<file path="config.mk">
export PLATFORM = sky130hd
export DESIGN_NAME = cfl_timestep_min_reduction
export DESIGN_NICKNAME = d
export VERILOG_FILES = /design/src/rtl/cfl_pkg.sv /design/src/rtl/cfl_front.sv /design/src/rtl/cfl_fifo.sv /design/src/rtl/cfl_div.sv /design/src/rtl/cfl_back.sv /design/src/rtl/cfl_timestep_min_reduction.sv
export SDC_FILE = /design/constraint.sdc
export NUM_CORES = 1
export LEC_CHECK = 0
export ABC_AREA = 1
export BUFFER_PORTS_ARGS = -buffer_cell sky130_fd_sc_hd__buf_2
export CORE_MARGIN = 8
export CORE_UTILIZATION = 50
export CTS_CLUSTER_DIAMETER = 80
export DETAILED_ROUTE_END_ITERATION = 10
export GPL_TIMING_DRIVEN = 0
export PLACE_DENSITY = 0.68
export SLEW_MARGIN = 10
export SYNTH_ARGS = -nofsm -noshare
export SYNTH_HDL_FRONTEND = slang
export SYNTH_SLANG_ARGS = --single-unit
export TNS_END_PERCENT = 1
</file>
<file path="constraint.sdc">
create_clock -name clk_i -period 20.5 [get_ports clk_i]
set_input_delay 3.075 -clock clk_i [delete_from_list [all_inputs] [get_ports clk_i]]
set_output_delay 3.075 -clock clk_i [all_outputs]
set_load 0.05 [all_outputs]
</file>
<file path="src/rtl/cfl_pkg.sv">
// Shared types and constants for the CFL timestep minimum reduction block.
// No dependencies; the other RTL files except cfl_chk refer to this package by scoped names.
`default_nettype none
package cfl_pkg;

  localparam int unsigned DataW    = 32;
  localparam int unsigned FracW    = 16;
  localparam int unsigned DivSteps = DataW;
  localparam int unsigned DivCntW  = $clog2(DivSteps);
  // Queue depth between front and back; keep it a power of two.
  localparam int unsigned QDepth   = 2;
  localparam int unsigned QPtrW    = $clog2(QDepth);
  localparam int unsigned QCntW    = $clog2(QDepth + 1);

  localparam logic [DataW-1:0] LimitAllOnes = {DataW{1'b1}};
  localparam logic [DataW-1:0] SpeedFloor   = DataW'(1);

  // One classified cell request on its way from front to back
  typedef struct packed {
    logic [DataW-1:0] width_x;
    logic [DataW-1:0] width_z;
    logic [DataW-1:0] speed_x;
    logic [DataW-1:0] speed_z;
    logic             final_cell;
  } cell_t;

endpackage
`default_nettype wire

</file>
<file path="src/rtl/cfl_front.sv">
// Front end: accepts cell requests, forms the floored peak speed per axis.
// Depends on cfl_pkg; feeds cfl_fifo.
`default_nettype none
module cfl_front (
  input  wire logic                        in_valid_i,
  output logic                             in_stall_o,
  input  wire logic signed [31:0]          vel_left_i,
  input  wire logic signed [31:0]          vel_right_i,
  input  wire logic signed [31:0]          vel_up_i,
  input  wire logic signed [31:0]          vel_down_i,
  input  wire logic        [31:0]          width_x_i,
  input  wire logic        [31:0]          width_z_i,
  input  wire logic                        final_cell_i,
  input  wire logic                        q_full_i,
  output logic                             q_push_o,
  output cfl_pkg::cell_t                   q_entry_o
);

  // Magnitude of a signed word; the most negative value maps to 2^31
  function automatic logic [cfl_pkg::DataW-1:0] mag(input logic [cfl_pkg::DataW-1:0] v);
    mag = v[cfl_pkg::DataW-1] ? (~v + cfl_pkg::DataW'(1)) : v;
  endfunction

  // Larger of two magnitudes, floored at one LSB
  function automatic logic [cfl_pkg::DataW-1:0] peak(input logic [cfl_pkg::DataW-1:0] a,
                                                     input logic [cfl_pkg::DataW-1:0] b);
    logic [cfl_pkg::DataW-1:0] ma;
    logic [cfl_pkg::DataW-1:0] mb;
    logic [cfl_pkg::DataW-1:0] m;
    ma = mag(a);
    mb = mag(b);
    m  = (ma > mb) ? ma : mb;
    peak = (m < cfl_pkg::SpeedFloor) ? cfl_pkg::SpeedFloor : m;
  endfunction

  // Hold the request while the queue is full
  assign in_stall_o = q_full_i;
  assign q_push_o   = in_valid_i && !q_full_i;

  // Classify the cell
  always_comb begin
    q_entry_o.width_x    = width_x_i;
    q_entry_o.width_z    = width_z_i;
    q_entry_o.speed_x    = peak($unsigned(vel_left_i), $unsigned(vel_right_i));
    q_entry_o.speed_z    = peak($unsigned(vel_up_i), $unsigned(vel_down_i));
    q_entry_o.final_cell = final_cell_i;
  end

endmodule
`default_nettype wire

</file>
<file path="src/rtl/cfl_fifo.sv">
// Short request queue between the front end and the divider back end.
// Depends on cfl_pkg for the entry type and depth.
`default_nettype none
module cfl_fifo (
  input  wire logic            clk_i,
  input  wire logic            rst_ni,
  input  wire logic            push_i,
  input  wire cfl_pkg::cell_t  entry_i,
  output logic                 full_o,
  input  wire logic            pop_i,
  output cfl_pkg::cell_t       entry_o,
  output logic                 empty_o
);

  cfl_pkg::cell_t                  mem_q [cfl_pkg::QDepth];
  logic [cfl_pkg::QPtrW-1:0]       wr_ptr_q, wr_ptr_d;
  logic [cfl_pkg::QPtrW-1:0]       rd_ptr_q, rd_ptr_d;
  logic [cfl_pkg::QCntW-1:0]       cnt_q, cnt_d;
  logic                            do_push, do_pop;

  assign full_o  = (cnt_q == cfl_pkg::QCntW'(cfl_pkg::QDepth));
  assign empty_o = (cnt_q == '0);
  assign do_push = push_i && !full_o;
  assign do_pop  = pop_i && !empty_o;
  assign entry_o = mem_q[rd_ptr_q];

  // Advance pointers; they wrap naturally at a power-of-two depth
  always_comb begin
    wr_ptr_d = do_push ? wr_ptr_q + cfl_pkg::QPtrW'(1) : wr_ptr_q;
    rd_ptr_d = do_pop  ? rd_ptr_q + cfl_pkg::QPtrW'(1) : rd_ptr_q;
    cnt_d    = cnt_q;
    if (do_push && !do_pop) begin
      cnt_d = cnt_q + cfl_pkg::QCntW'(1);
    end else if (do_pop && !do_push) begin
      cnt_d = cnt_q - cfl_pkg::QCntW'(1);
    end
  end

  always_ff @(posedge clk_i or negedge rst_ni) begin
    if (!rst_ni) begin
      wr_ptr_q <= '0;
      rd_ptr_q <= '0;
      cnt_q    <= '0;
    end else begin
      wr_ptr_q <= wr_ptr_d;
      rd_ptr_q <= rd_ptr_d;
      cnt_q    <= cnt_d;
    end
  end

  // Store payload; no reset needed
  always_ff @(posedge clk_i) begin
    if (do_push) begin
      mem_q[wr_ptr_q] <= entry_i;
    end
  end

endmodule
`default_nettype wire

</file>
<file path="src/rtl/cfl_div.sv">
// Radix-2 restoring divider: (width << 16) / speed, saturated to 32 bits.
// Depends on cfl_pkg; shared by both axes in cfl_back.
`default_nettype none
module cfl_div (
  input  wire logic                      clk_i,
  input  wire logic                      rst_ni,
  input  wire logic                      start_i,
  input  wire logic [cfl_pkg::DataW-1:0] width_i,
  input  wire logic [cfl_pkg::DataW-1:0] speed_i,
  output logic                           done_o,
  output logic [cfl_pkg::DataW-1:0]      quot_o
);

  localparam int unsigned W  = cfl_pkg::DataW;
  localparam int unsigned FW = cfl_pkg::FracW;

  logic                        busy_q;
  logic                        done_q;
  logic [cfl_pkg::DivCntW-1:0] cnt_q;
  logic [W-1:0]                rem_q, rem_d;
  logic [W-1:0]                quo_q, quo_d;
  logic [W-1:0]                div_q;
  logic [W:0]                  trial;
  logic [W:0]                  diff;
  logic                        ge;
  logic                        sat;

  // Quotient overflows 32 bits exactly when the integer part reaches the speed
  assign sat = ({{FW{1'b0}}, width_i[W-1:FW]} >= speed_i);

  // One quotient bit per cycle
  always_comb begin
    trial = {rem_q, quo_q[W-1]};
    diff  = trial - {1'b0, div_q};
    ge    = (trial >= {1'b0, div_q});
    rem_d = ge ? diff[W-1:0] : trial[W-1:0];
    quo_d = {quo_q[W-2:0], ge};
  end

  assign done_o = done_q;
  assign quot_o = quo_q;

  always_ff @(posedge clk_i or negedge rst_ni) begin
    if (!rst_ni) begin
      busy_q <= 1'b0;
      done_q <= 1'b0;
      cnt_q  <= '0;
    end else begin
      if (start_i) begin
        busy_q <= !sat;
        done_q <= sat;
        cnt_q  <= '0;
      end else if (busy_q) begin
        cnt_q  <= cnt_q + cfl_pkg::DivCntW'(1);
        done_q <= (cnt_q == cfl_pkg::DivCntW'(cfl_pkg::DivSteps - 1));
        if (cnt_q == cfl_pkg::DivCntW'(cfl_pkg::DivSteps - 1)) begin
          busy_q <= 1'b0;
        end
      end else begin
        done_q <= 1'b0;
      end
    end
  end

  // Load operands or iterate; saturation lands directly in the quotient
  always_ff @(posedge clk_i) begin
    if (start_i) begin
      div_q <= speed_i;
      rem_q <= {{FW{1'b0}}, width_i[W-1:FW]};
      quo_q <= sat ? cfl_pkg::LimitAllOnes : {width_i[FW-1:0], {FW{1'b0}}};
    end else if (busy_q) begin
      rem_q <= rem_d;
      quo_q <= quo_d;
    end
  end

endmodule
`default_nettype wire

</file>
<file path="src/rtl/cfl_back.sv">
// Back end: runs both quotients of a cell through one divider, keeps the
// running minimum and holds the result register. Depends on cfl_pkg, cfl_div.
`default_nettype none
module cfl_back (
  input  wire logic                      clk_i,
  input  wire logic                      rst_ni,
  input  wire logic                      q_empty_i,
  input  wire cfl_pkg::cell_t            q_entry_i,
  output logic                           q_pop_o,
  output logic                           out_valid_o,
  input  wire logic                      out_stall_i,
  output logic [cfl_pkg::DataW-1:0]      step_limit_o
);

  typedef enum logic [1:0] {
    S_IDLE,
    S_DIV_X,
    S_DIV_Z,
    S_DONE
  } state_e;

  state_e                        state_q;
  cfl_pkg::cell_t                cur_q;
  logic [cfl_pkg::DataW-1:0]     tx_q;
  logic [cfl_pkg::DataW-1:0]     tz_q;
  logic [cfl_pkg::DataW-1:0]     min_q;
  logic [cfl_pkg::DataW-1:0]     min_next;
  logic [cfl_pkg::DataW-1:0]     cell_min;
  logic                          out_valid_q;
  logic [cfl_pkg::DataW-1:0]     step_q;
  logic                          div_start;
  logic [cfl_pkg::DataW-1:0]     div_width;
  logic [cfl_pkg::DataW-1:0]     div_speed;
  logic                          div_done;
  logic [cfl_pkg::DataW-1:0]     div_quot;
  logic                          out_free;
  logic                          out_load;

  assign q_pop_o      = (state_q == S_IDLE) && !q_empty_i;
  assign out_free     = !out_valid_q || !out_stall_i;
  assign out_load     = (state_q == S_DONE) && cur_q.final_cell && out_free;
  assign out_valid_o  = out_valid_q;
  assign step_limit_o = step_q;

  // Pick divider operands: x from the queue head, z from the held cell
  always_comb begin
    div_start = 1'b0;
    div_width = q_entry_i.width_x;
    div_speed = q_entry_i.speed_x;
    unique case (state_q)
      S_IDLE: begin
        div_start = !q_empty_i;
      end
      S_DIV_X: begin
        div_start = div_done;
        div_width = cur_q.width_z;
        div_speed = cur_q.speed_z;
      end
      S_DIV_Z, S_DONE: begin
        div_start = 1'b0;
      end
      default: begin
        div_start = 1'b0;
      end
    endcase
  end

  // Fold this cell into the running minimum
  always_comb begin
    cell_min = (tx_q < tz_q) ? tx_q : tz_q;
    min_next = (cell_min < min_q) ? cell_min : min_q;
  end

  cfl_div u_div (
    .clk_i   (clk_i),
    .rst_ni  (rst_ni),
    .start_i (div_start),
    .width_i (div_width),
    .speed_i (div_speed),
    .done_o  (div_done),
    .quot_o  (div_quot)
  );

  always_ff @(posedge clk_i or negedge rst_ni) begin
    if (!rst_ni) begin
      state_q     <= S_IDLE;
      min_q       <= cfl_pkg::LimitAllOnes;
      out_valid_q <= 1'b0;
    end else begin
      // Load a new result, or drop the old one once it is taken
      if (out_load) begin
        out_valid_q <= 1'b1;
      end else if (out_valid_q && !out_stall_i) begin
        out_valid_q <= 1'b0;
      end
      unique case (state_q)
        S_IDLE: begin
          if (!q_empty_i) begin
            state_q <= S_DIV_X;
          end
        end
        S_DIV_X: begin
          if (div_done) begin
            state_q <= S_DIV_Z;
          end
        end
        S_DIV_Z: begin
          if (div_done) begin
            state_q <= S_DONE;
          end
        end
        S_DONE: begin
          if (!cur_q.final_cell) begin
            min_q   <= min_next;
            state_q <= S_IDLE;
          end else if (out_free) begin
            min_q       <= cfl_pkg::LimitAllOnes;
            state_q     <= S_IDLE;
          end
        end
        default: begin
          state_q <= S_IDLE;
        end
      endcase
    end
  end

  // Capture payload: held cell, both quotients, emitted limit
  always_ff @(posedge clk_i) begin
    if (q_pop_o) begin
      cur_q <= q_entry_i;
    end
    if (div_done && (state_q == S_DIV_X)) begin
      tx_q <= div_quot;
    end
    if (div_done && (state_q == S_DIV_Z)) begin
      tz_q <= div_quot;
    end
    if (out_load) begin
      step_q <= min_next;
    end
  end

endmodule
`default_nettype wire

</file>
<file path="src/rtl/cfl_timestep_min_reduction.sv">
// CFL advective timestep limit: streaming minimum of per-cell quotients.
// Top level; depends on cfl_pkg, cfl_front, cfl_fifo, cfl_back.
//
// Usage:
//   Input channel (in_valid_i / in_stall_o) carries one grid cell per request:
//   four signed Q16.16 edge velocities, the two unsigned Q16.16 widths and
//   final_cell. The output channel (out_valid_o / out_stall_i) carries one
//   step_limit_o per domain, issued on the request marked final_cell.
//   A request is taken on a rising edge with valid high and stall low.
// The back end takes one cell at a time, dequeuing another only after it has
//   folded the current one. It owns a single radix-2 divider that resolves one
//   quotient bit per cycle; each cell needs two quotients of 32 steps and one
//   fold into the running minimum. A saturating quotient skips the steps.
// The front end and a two-entry queue keep accepting requests while the
//   divider works and while a result waits in the output register.
// Receiver stall: the result holds in its register; a later final cell waits
//   in the back end until that register is free, and the queue then fills.
// Reset: rst_ni clears the queue, the sequencer and the output valid, and
//   returns the running minimum to all ones.
`default_nettype none
module cfl_timestep_min_reduction (
  input  wire logic               clk_i,
  input  wire logic               rst_ni,
  input  wire logic               in_valid_i,
  output logic                    in_stall_o,
  input  wire logic signed [31:0] vel_left_i,
  input  wire logic signed [31:0] vel_right_i,
  input  wire logic signed [31:0] vel_up_i,
  input  wire logic signed [31:0] vel_down_i,
  input  wire logic        [31:0] width_x_i,
  input  wire logic        [31:0] width_z_i,
  input  wire logic               final_cell_i,
  output logic                    out_valid_o,
  input  wire logic               out_stall_i,
  output logic             [31:0] step_limit_o
);

  logic           q_push;
  logic           q_full;
  logic           q_pop;
  logic           q_empty;
  cfl_pkg::cell_t q_wr_entry;
  cfl_pkg::cell_t q_rd_entry;

  cfl_front u_front (
    .in_valid_i   (in_valid_i),
    .in_stall_o   (in_stall_o),
    .vel_left_i   (vel_left_i),
    .vel_right_i  (vel_right_i),
    .vel_up_i     (vel_up_i),
    .vel_down_i   (vel_down_i),
    .width_x_i    (width_x_i),
    .width_z_i    (width_z_i),
    .final_cell_i (final_cell_i),
    .q_full_i     (q_full),
    .q_push_o     (q_push),
    .q_entry_o    (q_wr_entry)
  );

  cfl_fifo u_fifo (
    .clk_i   (clk_i),
    .rst_ni  (rst_ni),
    .push_i  (q_push),
    .entry_i (q_wr_entry),
    .full_o  (q_full),
    .pop_i   (q_pop),
    .entry_o (q_rd_entry),
    .empty_o (q_empty)
  );

  cfl_back u_back (
    .clk_i        (clk_i),
    .rst_ni       (rst_ni),
    .q_empty_i    (q_empty),
    .q_entry_i    (q_rd_entry),
    .q_pop_o      (q_pop),
    .out_valid_o  (out_valid_o),
    .out_stall_i  (out_stall_i),
    .step_limit_o (step_limit_o)
  );

endmodule
`default_nettype wire

</file>
* Yosys cells after proc, flatten, opt, wreduce, memory -nomap -nowiden
Memories as Yosys holds them, arrays and structs flattened.
Index checks and enable logic that the tools add are counted.
** Word-level totals
- Flip-flop bits (word level) :: 303
- Word-level logic and storage cells :: 119
- Memories kept :: 1
- RAM bits :: 258
- Output and inout bits :: 34
** Operators by class
- $add $sub $neg :: 10
- Bitwise gates (word level) :: 4
- $lt $le $gt $ge :: 8
- Muxes and demuxes :: 40
- Reduce and logical (&&, ||, !) cells :: 27
- Equal/unequal tests :: 10
** Memories
- u_fifo.mem_q :: words 2, bits a word 129, read ports 1, clocked after Yosys merged registers in 0, wr ports 1, RTL line cfl_fifo.sv:15 : cfl_pkg::cell_t mem_q [cfl_pkg::QDepth];
** Operator list (number)
- $mux 32 :: 18
- $add 32x1->32 const B :: 4
- $not 32->32 :: 4
- $gt 32x32->1 :: 2
- $lt 32x1->1 const B :: 2
- $lt 32x32->1 :: 2
- $ge 33x32->1 :: 1
- $ge 16x32->1 :: 1
- $mux 16 :: 2
- $sub 32x32->32 :: 1
- $mux 2 :: 7
- $logic_and 1x1->1 :: 11
- $mux 5 :: 2
- $mux 1 :: 9
- $ne 2x2->1 const B :: 4
- $pmux 2 s4 :: 1
- $logic_not 1->1 :: 7
- $eq 2x2->1 const B :: 3
- $reduce_bool 2->1 :: 3
- $add 5x1->5 const B :: 1
- $eq 5x5->1 const B :: 1
- $logic_not 2->1 :: 2
- $reduce_and 4->1 :: 1
- $ne 3x3->1 const B :: 1
- other kinds (8) :: 9

* Logic depth before layout (Yosys ltp)
- Depth in word-level cells :: 8
- Mapped depth :: 31

* Hierarchy
A second synthesis with hierarchy kept.
** Unflattened totals
- Cells, all modules :: 4229
- Area total of the unflattened synthesis :: 35275.1 sq um
** By module, submodules not included
- cfl_back :: cells each 853, times used 1, sequential area each 5750.5 sq um, area each 10020.9 sq um
- cfl_fifo :: cells each 706, times used 1, sequential area each 7847.5 sq um, area each 9644.2 sq um
- cfl_front :: cells each 1581, times used 1, sequential area each 0.0 sq um, area each 8006.4 sq um
- cfl_div :: cells each 1089, times used 1, sequential area each 2897.8 sq um, area each 7603.5 sq um

* Worst setup path after synthesis
Ideal clock, no wire load.
- Path type :: input to register
- From :: input port in_valid_i
- To :: memory u_fifo.mem_q[1][0] (netlist bit) (enable)
- Path slack :: 11.282 ns
- Library setup time :: 0.621 ns
- Stages :: 2
- Data arrival time :: 8.598 ns
- Buffers on the path :: 0
- Cells stage by stage :: o21ai_0 -> nor2_1
** Between the ends
- Longest elaborated chain between the ends :: 4
** RTL lines
- from (decl) :: RTL line cfl_timestep_min_reduction.sv:24 : input wire logic in_valid_i,
- $logic_and 1x1->1 :: RTL line cfl_front.sv:38 : assign q_push_o = in_valid_i && !q_full_i;
- $logic_and 1x1->1 :: RTL line cfl_fifo.sv:23 : assign do_push = push_i && !full_o;
- $mux 1 :: RTL line cfl_fifo.sv:53 : if (do_push) begin
- $mux 1 (not written as such) :: RTL line cfl_fifo.sv:54 : mem_q[wr_ptr_q] <= entry_i;
- to (decl) :: RTL line cfl_fifo.sv:15
No other way between the ends.

==> results.md <==
* # Max-Cap Violations at 0
* Place WS at approximately 12 ns
* Height of the die at 267 um
* Most used cell, CP: nand2_1
* Final Power at 5.22 mW
* Fmax at 133 MHz
* Drt pass-1 iters at 5
* Yosys warning count at 0
* Die span in x at 267 um
* Worst slew pin tran at 0.876 ns
* Cell accounting for the most synthesized area: edfxtp_1
* Slew HR at a little over two fifths
* Initial Util at between 50% and 60%
* Synth area leaders: edfxtp_1 48%, nand2_1 10%, ha_1 7.4%, inv_1 5.7%, a21oi_1 3.2%
* TritonCTS clock tree: built
* Crit. End Element: flop
* Skew final at 0.0498 ns
* Syn Std Cell Area at 31400 um^2
* RSZ-0062 raised after global routing: false
* CTS clock-pin slew for the worst setup and hold paths at 0.06 ns
* Via-to-Cell Ratio at 5.08
* CORE AREA at 62600 um^2
* Ys async rst share at approximately 8.2%
* Clk buf depth at 3
* Die area at 71100 um^2
* Synth cell count leaders: 875 x nand2_1, 499 x edfxtp_1, 474 x inv_1, 253 x nor2_1, 204 x a21oi_1
* Minimum clock period at 7.53 ns
* Total negative slack at 0 ns
* Average wire per standard cell at 16.3 um
* WHS at approximately 0.45 ns
* HPWL after DPL at 59000 um
* Total congestion overflow at 0
* Seq/Total Area, Yosys at 52.5%
* CTS H-tree lvls at 2
* Drc violations at 0
* Total track usage at roughly a fifth
* Mapped Cells at 3429
* Clock Latency Late Sink at 0.64 ns
* Count leader, synth: nand2_1
* Hold Buf Count CTS at 0
* Clk sinks at 561
* Cts repair resizes at 0
* DRT Wirelength at 75200 um
* Final Max Tran Viols at 0
* EDFF count, synth at 499
* Mapped Nets at 3813
* Post-CTS Setup Bufs at 0
* Largest net degree at the start of global routing at 63
* Routability Congestion at roughly 0.95
* Hold Path Class: flop to flop
* Initial antenna violation count at 3
* Post-synth top area share at 47.7%
* Final Hold Fails at 0
* CP arrival at 7.98 ns
* Final setup vio count at 0
* Status: completed
* Rows at 92
* Worst EP required at 20.96 ns
* Slowest cell delay on critical path at 0.65 ns
* Post-route clock period utilization at 36.7%
* Remaining antenna violation count at 0
* Num CTS Buffers at 56
* # port buffers at 229
* CP max-delay cell: o21ai_0
* Worst Slack Setup Final at ~13 ns
* Startpoint Class: primary input
* Yosys cell types at 62
* First-pass GRT wire length at 120000 um
* Synthesis-to-finish area growth at 14.2%
* Number of synthesized register bits at ~560
* Vias at 23467
* Leakage power at 15.9 nW
* Starting DRT DRC Count at roughly 1500
* Worst vdd ir at 0.0843 mV
* Layout cells sized above 1 at 13.6%
* CTS root buf: clkbuf_16
* Avg Cell Area, Syn at 9.17 um^2
* Number of global-route vias before repair at 23369
* Max Fanout on Critical Path at 10
* Pwr Density at 146 nW/um^2
* Crit Path Category: primary input to flop
* # IOs at 231
* Nets at between 4000 and 5000
* Most used DFF post-synth: edfxtp_1
[worst max-delay path: cells and delay by family]
kind                       cells  cell delay, ns
AOI/OAI and AO/OA              3            1.06
and+or+nand+nor               18            2.59
adders and majority gates      2            0.42
buffers and inverters          5            0.59
xor gates and xnor gates       1            0.21
[metrics by stage]
step | std cells | utilization (%) | area (um^2)
floorplan | 3429 | - | 31400
global placement | 4504 | 53.7 | 33600
detailed placement | 4517 | 54.2 | 33900
CTS | 4618 | 57.3 | 35900
global route | 4619 | 57.3 | 35900
finish | 4620 | 57.3 | 35900
[per-layer routing]
metal	GRT usage [%]	up-vias	routed length, um
met1	27.2	10818	33300
met5	0	-	13
met4	5.78	2	1950
met2	36.6	539	36300
met3	2.86	109	3620
li1	-	11999	-
[cell usage in the layout, fill, tap and decap left out, types with 11 or more instances in the layout]
cell type,n
nand4_1,34
dfxtp_1,16
dfstp_2,32
clkbuf_16,56
edfxtp_1,499
clkbuf_1,75
nor2_1,250
o21ai_1,33
nor2_2,15
o21a_1,13
buf_1,13
nor3_1,33
xnor2_1,44
or2_2,26
o211ai_1,29
nand2_1,875
ha_1,186
o21ai_0,165
inv_2,21
clkinv_1,13
buf_2,246
nand3_1,127
nor4_1,21
xor2_1,96
buf_12,11
a21oi_1,204
dfrtp_1,14
inv_1,470
[report_power, final]
group	internal (mW)	total, mW	switching [mW]	leakage, nW
combinational	0.723	2.24	1.52	9.65
sequential	1.78	1.92	0.132	5.29
clock	0.632	1.07	0.434	0.938
total	3.14	5.22	2.09	15.9
[worst paths after layout]
check | startpoint | end | slack, ns | cells past startpoint
setup / recovery | vel_right_i[0] | u_fifo.mem_q[1][33] | 12.98 | 29
min in group asynchronous | rst_ni | u_back.u_div.cnt_q[4] | 2.49 | 1
hold reg to reg | u_back.u_div.quot_o[3] | u_back.tx_q[3] | 0.45 | 0
max in group asynchronous | rst_ni | u_back.u_div.cnt_q[1] | 17.55 | 1
hold / removal | u_back.u_div.quot_o[3] | u_back.tx_q[3] | 0.45 | 0
setup reg to reg | u_back.state_q[1] | u_back.u_div.quot_o[30] | 15.24 | 19
[cell type report]
type	instances	area (um^2)
Clock buffer	66	1440
Antenna cell	2	5.00
Inverter	496	1860
Timing Repair Buffer	242	1420
Buffer	106	463
Sequential cell	561	16500
Fill cell	5493	26700
Clock inverter	35	500
Multi-Input combinational cell	2266	12600
Tap cell	846	1060
[sequential cells by signal (all words and copies together), names as in the netlist]
name                 count
u_fifo.mem_q           258
u_back.cur_q            65
u_back.min_q            32
u_back.step_limit_o     32
u_back.tx_q             32
u_back.tz_q             32
u_back.u_div.div_q      32
u_back.u_div.quot_o     32
u_back.u_div.rem_q      32
u_back.u_div.cnt_q       5
u_back.state_q           2
u_fifo.cnt_q             2
u_back.out_valid_o       1
u_back.u_div.busy_q      1
u_back.u_div.done_o      1
u_fifo.rd_ptr_q          1
u_fifo.wr_ptr_q          1
[kinds of logic after synthesis]
| kind of cell | Yosys count | synth area share, % |
|---|---|---|
| compound gates | 497 | 8.83 |
| xor+xnor | 143 | 4.06 |
| fa+ha+maj | 187 | 7.47 |
| buf+inv | 602 | 7.39 |
| flops | 561 | 52.5 |
| simple gates | 1439 | 19.8 |
No activity file was read; power rests on OpenSTA's default activity.
